--- src/rtl/cwc_pkg.sv ---
`timescale 1ns / 1ps
package cwc_pkg;
   localparam int CLASS_W = 32;
   localparam int DIM_W   = 11;
   localparam int CELL_W  = 20;
   localparam int CNT_W   = 21;
   localparam int STAT_W  = 2;
   localparam int IDX_W   = 2;

   localparam logic [IDX_W-1:0] REG_TARGET = 2'd0;
   localparam logic [IDX_W-1:0] REG_ROWS   = 2'd1;
   localparam logic [IDX_W-1:0] REG_COLS   = 2'd2;

   localparam logic [STAT_W-1:0] ST_OK      = 2'd0;
   localparam logic [STAT_W-1:0] ST_HALF    = 2'd1;
   localparam logic [STAT_W-1:0] ST_RANGE   = 2'd2;
   localparam logic [STAT_W-1:0] ST_NOTABLE = 2'd3;

   typedef enum logic [3:0] {
      S_IDLE, S_LD_RD, S_LD_WR, S_DIV, S_Q0, S_Q1, S_Q2, S_Q3, S_Q4, S_OUT
   } state_type;

   typedef struct packed {
      logic ld_start;   // latch load word, issue above read
      logic ld_diag;    // issue diag read
      logic ld_write;   // compute and write
      logic q_start;    // latch query, check status
      logic div_step;
      logic q_rd;       // issue corner read (index q_sel)
      logic [1:0] q_sel;
      logic q_acc;      // accumulate previous read
      logic out_load;
   } cmd_type;

   typedef struct packed {
      logic div_done;
      logic q_err;
      logic out_full;
   } sts_type;
endpackage

--- src/rtl/cwc_ctrl.sv ---
`timescale 1ns / 1ps
module cwc_ctrl (
   input  logic clock,
   input  logic reset,
   input  logic req_valid,
   input  logic req_func,
   output logic req_ready,
   input  cwc_pkg::sts_type sts,
   output cwc_pkg::cmd_type cmd
);
   cwc_pkg::state_type state_ff, state_in;
   logic [1:0] sel_ff, sel_in;

   always_ff @(posedge clock) begin
      if (reset) begin
         state_ff <= cwc_pkg::S_IDLE;
         sel_ff <= '0;
      end else begin
         state_ff <= state_in;
         sel_ff <= sel_in;
      end
   end

   always_comb begin
      state_in = state_ff;
      sel_in = sel_ff;
      cmd = '0;
      cmd.q_sel = sel_ff;
      req_ready = 1'b0;
      case (state_ff)
         cwc_pkg::S_IDLE: begin
            req_ready = 1'b1;
            if (req_valid) begin
               if (!req_func) begin
                  cmd.ld_start = 1'b1;
                  state_in = cwc_pkg::S_LD_RD;
               end else begin
                  cmd.q_start = 1'b1;
                  state_in = cwc_pkg::S_DIV;
               end
            end
         end
         cwc_pkg::S_LD_RD: begin
            cmd.ld_diag = 1'b1;
            state_in = cwc_pkg::S_LD_WR;
         end
         cwc_pkg::S_LD_WR: begin
            cmd.ld_write = 1'b1;
            state_in = cwc_pkg::S_IDLE;
         end
         cwc_pkg::S_DIV: begin
            if (sts.q_err) begin
               state_in = cwc_pkg::S_OUT;
            end else if (sts.div_done) begin
               // corner bounds latch in this cycle, reads start next
               sel_in = 2'd0;
               state_in = cwc_pkg::S_Q0;
            end else begin
               cmd.div_step = 1'b1;
            end
         end
         cwc_pkg::S_Q0, cwc_pkg::S_Q1, cwc_pkg::S_Q2, cwc_pkg::S_Q3: begin
            cmd.q_rd = 1'b1;
            cmd.q_acc = (state_ff != cwc_pkg::S_Q0);
            sel_in = sel_ff + 2'd1;
            state_in = (state_ff == cwc_pkg::S_Q0) ? cwc_pkg::S_Q1 :
                       (state_ff == cwc_pkg::S_Q1) ? cwc_pkg::S_Q2 :
                       (state_ff == cwc_pkg::S_Q2) ? cwc_pkg::S_Q3 : cwc_pkg::S_Q4;
         end
         cwc_pkg::S_Q4: begin
            cmd.q_acc = 1'b1;
            state_in = cwc_pkg::S_OUT;
         end
         cwc_pkg::S_OUT: begin
            if (!sts.out_full) begin
               cmd.out_load = 1'b1;
               state_in = cwc_pkg::S_IDLE;
            end
         end
         default: state_in = cwc_pkg::S_IDLE;
      endcase
   end

   a_ready_idle: assert property (@(posedge clock) disable iff (reset)
      req_ready |-> state_ff == cwc_pkg::S_IDLE) else $error("ready outside idle");
   a_load_seq: assert property (@(posedge clock) disable iff (reset)
      cmd.ld_start |=> state_ff == cwc_pkg::S_LD_RD) else $error("load sequence");
   a_wr_after: assert property (@(posedge clock) disable iff (reset)
      cmd.ld_write |-> $past(cmd.ld_diag)) else $error("write without reads");
endmodule

--- config.mk ---
export PLATFORM = sky130hd
export DESIGN_NAME = cwc_ctrl
export DESIGN_NICKNAME = d
export VERILOG_FILES = /design/src/rtl/cwc_pkg.sv /design/src/rtl/cwc_ctrl.sv
export SDC_FILE = /design/constraint.sdc
export NUM_CORES = 1
export LEC_CHECK = 0
export BUFFER_PORTS_ARGS = -buffer_cell sky130_fd_sc_hd__buf_2
export CORE_AREA = 8 8 45 47
export DETAILED_ROUTE_END_ITERATION = 10
export DIE_AREA = 0 0 53 55
export PLACE_DENSITY = 0.6
export SYNTH_ARGS = -nofsm -noshare
export SYNTH_HDL_FRONTEND = slang
export SYNTH_SLANG_ARGS = --single-unit
--- constraint.sdc ---
create_clock -name clock -period 2.2 [get_ports clock]
set_clock_uncertainty 0.1 [all_clocks]
set_input_delay 0.33 -clock clock [delete_from_list [all_inputs] [get_ports clock]]
set_output_delay 0.33 -clock clock [all_outputs]
set_load 0.01 [all_outputs]
Yosys cells after proc, flatten, opt, wreduce, memory -nomap -nowiden

Index checks and enable logic that the tools add are counted.

$add $sub $neg: 1
Equal/unequal tests: 15
Mux-type cells: 28
Reduce and logical (&&, ||, !) cells: 5

Operators with widths:

| cell                                                   | count |
|---|---|
| 2-to-1 mux 4 bit                                       | 7 |
| case mux 4 bit (6 select lines)                        | 1 |
| == test 4 x 3 -> 1 bit (second input constant)         | 4 |
| 2-to-1 mux 1 bit                                       | 15 |
| == test 4 x 2 -> 1 bit (second input constant)         | 2 |
| == test 4 bit (second input constant)                  | 2 |
| inequality test 2 bit (second input constant)          | 4 |
| 2-to-1 mux 2 bit                                       | 3 |
| AND reduction 3 bit                                    | 2 |
| == test 4 x 1 -> 1 bit (second input constant)         | 1 |
| logical NOT 4 bit                                      | 1 |
| inequality test 4 x 3 -> 1 bit (second input constant) | 1 |
| case mux 2 bit (2 select lines)                        | 1 |
| OR reduction 4 bit                                     | 1 |
| inequality test 3 bit (second input constant)          | 1 |
| adder 2 x 1 -> 2 bit (second input constant)           | 1 |
| case mux 1 bit (2 select lines)                        | 1 |
| nonzero test 2 bit                                     | 1 |

Bits in registers: 6
Word-level logic and storage cells: 51

Depth between registers and ports, before layout

Word-level depth: 5
Gate-level depth with buffers: 4

Worst setup path after synthesis

Ideal clock, no wire load.

Path kind: reg2out
Start: reg state_ff[2]
End: out cmd[9] in the netlist's numbering
Data arrival time: 1141 ps
Slack: 629 ps
Stages on the path, launching flop included: 5
Buffers on the path: 1
Path through: dfxtp_1 -> buf_6 -> nor4_2 -> nand2_1 -> nor2_1

RTL lines:

| element                | RTL line       | RTL |
|---|---|---|
| from (decl)            | cwc_ctrl.sv:11 | `cwc_pkg::state_type state_ff, state_in;` |
| from (signal assigned) | cwc_ctrl.sv:16 | `state_ff <= cwc_pkg::S_IDLE;` |
| from (signal assigned) | cwc_ctrl.sv:19 | `state_ff <= state_in;` |
| to (decl)              | cwc_ctrl.sv:9  | `output cwc_pkg::cmd_type cmd` |

==> metrics.log <==
[metrics] cell internal power dissipation: 216 µW
[metrics] Routed Antenna Nets: 0
[metrics] power spent charging and discharging nets: 98.4 µW
[metrics] transition time of the tightest slew-check pin: 584 ps
[metrics] initial core utilization: 35.8%
[metrics] clock network fraction of total power: 30.8%
[metrics] root cell of the clock tree: sky130_fd_sc_hd__clkbuf_4
[metrics] Via density: 5.50
[metrics] initial antenna violation count: 0
[metrics] maximum operating frequency: around 520 MHz
[metrics] Rows: 14
[metrics] # DRC: 0
[metrics] layout cells sized above 1: a little over a third
[metrics] Setup TNS: 0 ps
[metrics] post-layout min period: 1910 ps
[metrics] number of H-tree levels: 1
[metrics] final estimated routing congestion in global placement: between 0.7 and 0.8
[metrics] quantity of I/O buffers inserted on ports: 17
[metrics] Max Cap Violations: 0
[metrics] sinks on the clock net: 6
[metrics] min-delay worst type: primary input to register
[metrics] horizontal extent of the die: 53 µm
[metrics] Finished Cell Area: 587 µm²
[metrics] Critical Path RT: 1770 ps
[metrics] number of buffers inserted during clock tree synthesis: 3
[metrics] dominant synthesized flop cell: sky130_fd_sc_hd__dfxtp_1
[metrics] drt first pass iters: 4
[metrics] area added between synthesis and finish: 18.4%
[metrics] Remaining Overflow, GRT: 0
[metrics] synth warn: 0
[metrics] clock insertion delay at the later pin of the skew report: roughly 240 ps
[metrics] die area: around 0.0029 mm²
[metrics] All-Layer GR Usage: 8.96%
[metrics] Net count, final: 83
[metrics] CP Class: register to primary output
[metrics] maximum count of clock buffers along a single path: 2
[metrics] height of the die: 55 µm
[metrics] CP endpoint kind: primary output
[metrics] post-synthesis cell type count: 34
[metrics] post-synth net total: 66
[metrics] post-DR wirelength/cell: 13.2 µm
[metrics] vias in the first global route: between 400 and 500
[metrics] number of setup violations in the final report: 0
[metrics] leakage power figure: 0.247 nW
[metrics] post-cts sizing count: 0
[metrics] clk slew on worst S/H paths: roughly 40 ps
[metrics] fin crit share: 86.8%
[metrics] Yosys reg bits: 6
[metrics] Arr. time, crit path: around 1500 ps
[metrics] synthesized cell area: ~500 µm²
[metrics] total via count after detailed routing: just under 500
[metrics] maximum net fanout on the critical path: 17
[metrics] first-pass GRT wire length: 2020 µm
[metrics] post-synthesis instance total: 59
[metrics] placeable core region: approximately 0.0014 mm²
[metrics] Worst slew margin: about three fifths
[metrics] relative contribution of sequential cells to total power: 44.4%
[metrics] I/O Pins: 18
[metrics] hold-fix buffer count after cts: 0
[metrics] maximum vdd drop: about 0.00026 V
[metrics] post-synthesis async set-or-reset flop share: 0%
[metrics] EDFF count, synth: 0
[metrics] unrepaired setup endpoints after global routing: false
[metrics] power density over cell area: 535 mW/mm²
[metrics] Final Hold Fails: 0
[metrics] number of post-CTS setup repair buffers: 0
[metrics] final routed wirelength across all metal layers: 1190 µm
[metrics] area post-placement: roughly 560 µm²
[metrics] pin count of the biggest net entering global routing: 18
[metrics] Startpoint Class: register
[metrics] power share of the combinational group: approximately a quarter
[metrics] Iteration-0 DRC Markers: 6
[metrics] mean instance size in the synthesized netlist: ~8.4 µm²
[metrics] clock tree from TritonCTS: built
[metrics] run status: complete, no violations
[metrics] switching share of power: 31.3%
[metrics] final number of max-transition violations: 0
[metrics] sequential area share after synthesis: between 20 and 25%
[metrics] # diodes: 0
==> per-stage QoR <==
| stage | utilization [%] | hold WS, ps | setup slack, ps | instances | power (mW) |
|---|---|---|---|---|---|
| 2_1_floorplan | - | 432 | 629 | 59 | 0.196 |
| 3_3_place_gp | 40.8 | 408 | 574 | 87 | 0.219 |
| 3_5_place_dp | 40.8 | 417 | 540 | 87 | 0.220 |
| 4_1_cts | 42.4 | 292 | 274 | 90 | 0.322 |
| 5_1_grt | 42.4 | 299 | 149 | 90 | 0.340 |
| 6_report | 42.4 | 307 | 290 | 90 | 0.314 |
==> worst paths after layout <==
path | cells after the start | slack [ps] | to | startpoint
worst max-delay path | 3 | 290 | cmd[0] | state_ff[3]$_SDFFE_PP0P_
worst min-delay path | 2 | 310 | state_ff[3]$_SDFFE_PP0P_ | reset
worst max register to register | 3 | 690 | state_ff[1]$_SDFFE_PP0P_ | state_ff[0]$_SDFFE_PP0P_
worst min register to register | 2 | 420 | sel_ff[0]$_SDFFE_PP0P_ | sel_ff[0]$_SDFFE_PP0P_
==> synthesized netlist by cell type (2+ instances only) <==
library cell	n	share of area [%]
sky130_fd_sc_hd__buf_2	2	2.0
sky130_fd_sc_hd__nor2_1	7	5.3
sky130_fd_sc_hd__a21oi_1	2	2.0
sky130_fd_sc_hd__o21ai_0	3	3.0
sky130_fd_sc_hd__o211ai_1	2	3.0
sky130_fd_sc_hd__mux2i_1	2	4.0
sky130_fd_sc_hd__buf_6	2	4.5
sky130_fd_sc_hd__nor3_1	3	3.0
sky130_fd_sc_hd__dfxtp_1	6	24
sky130_fd_sc_hd__nand2_1	2	1.5
sky130_fd_sc_hd__nor2b_1	2	2.5
sky130_fd_sc_hd__nor4b_2	2	6.1
sky130_fd_sc_hd__inv_1	2	1.5
sky130_fd_sc_hd__nand2b_1	2	2.5
==> layer usage <==
metal	global-route usage, %	wire length, µm
met3	2.41	81
met2	14.1	535
met5	0	0
met4	6.47	10
met1	10.3	564
==> cell families (layout without fill, tap and decap cells) <==
group	after synthesis	count (layout)	share of synthesized area, %
AND/OR/NAND/NOR	30	30	41.2
buffers and inverters	7	22	8.84
multiplexers	2	2	4.04
AO/OA/AOI/OAI	14	14	21.7
flip-flops	6	6	24.2
==> flip-flops by register name, indices dropped and copies added, names as in the netlist <==
signal	cells
state_ff	4
sel_ff	2
==> placed cells by master (no fill, tap or decap), drive strengths merged <==
master / synthesis / layout
a2111oi: 1 / 1
a21oi: 3 / 3
a22oi: 1 / 1
a311oi: 1 / 1
and2: 1 / 1
and3: 1 / 1
and3b: 1 / 1
and4b: 1 / 1
and4bb: 1 / 1
buf: 4 / 17
clkbuf: 1 / 3
dfxtp: 6 / 6
inv: 2 / 2
mux2i: 2 / 2
nand2: 3 / 3
nand2b: 2 / 2
nand4b: 1 / 1
nor2: 7 / 7
nor2b: 2 / 2
nor3: 3 / 3
nor3b: 1 / 1
nor4: 2 / 2
nor4b: 3 / 3
o211ai: 2 / 2
o21ai: 4 / 4
o2bb2ai: 1 / 1
o32ai: 1 / 1
or3: 1 / 1
==> power by group through the flow <==
stage	combinational, mW	clock, mW	sequential [mW]
finish	0.0779	0.0968	0.139
global route	0.0867	0.111	0.142
CTS	0.0792	0.104	0.139
detailed placement	0.0790	0	0.141
global placement	0.0779	0	0.141
floorplan	0.0708	0	0.125
==> critical path, stage by stage, from the launching register on <==
cell and delay (ps):
sky130_fd_sc_hd__dfxtp_1 680, sky130_fd_sc_hd__and4bb_1 300, sky130_fd_sc_hd__nor2b_1 120, sky130_fd_sc_hd__buf_2 130
==> cell type report <==
| class | instances | area [µm²] |
|---|---|---|
| fillers | 147 | 797 |
| multi-input cells | 46 | 332 |
| flip-flops and latches | 6 | 120 |
| repair buffers | 17 | 85.1 |
| clock buffers | 3 | 22.5 |
| well taps | 16 | 20.0 |
| inverters | 2 | 7.51 |
Note: power is estimated with default switching activity, not from simulation.
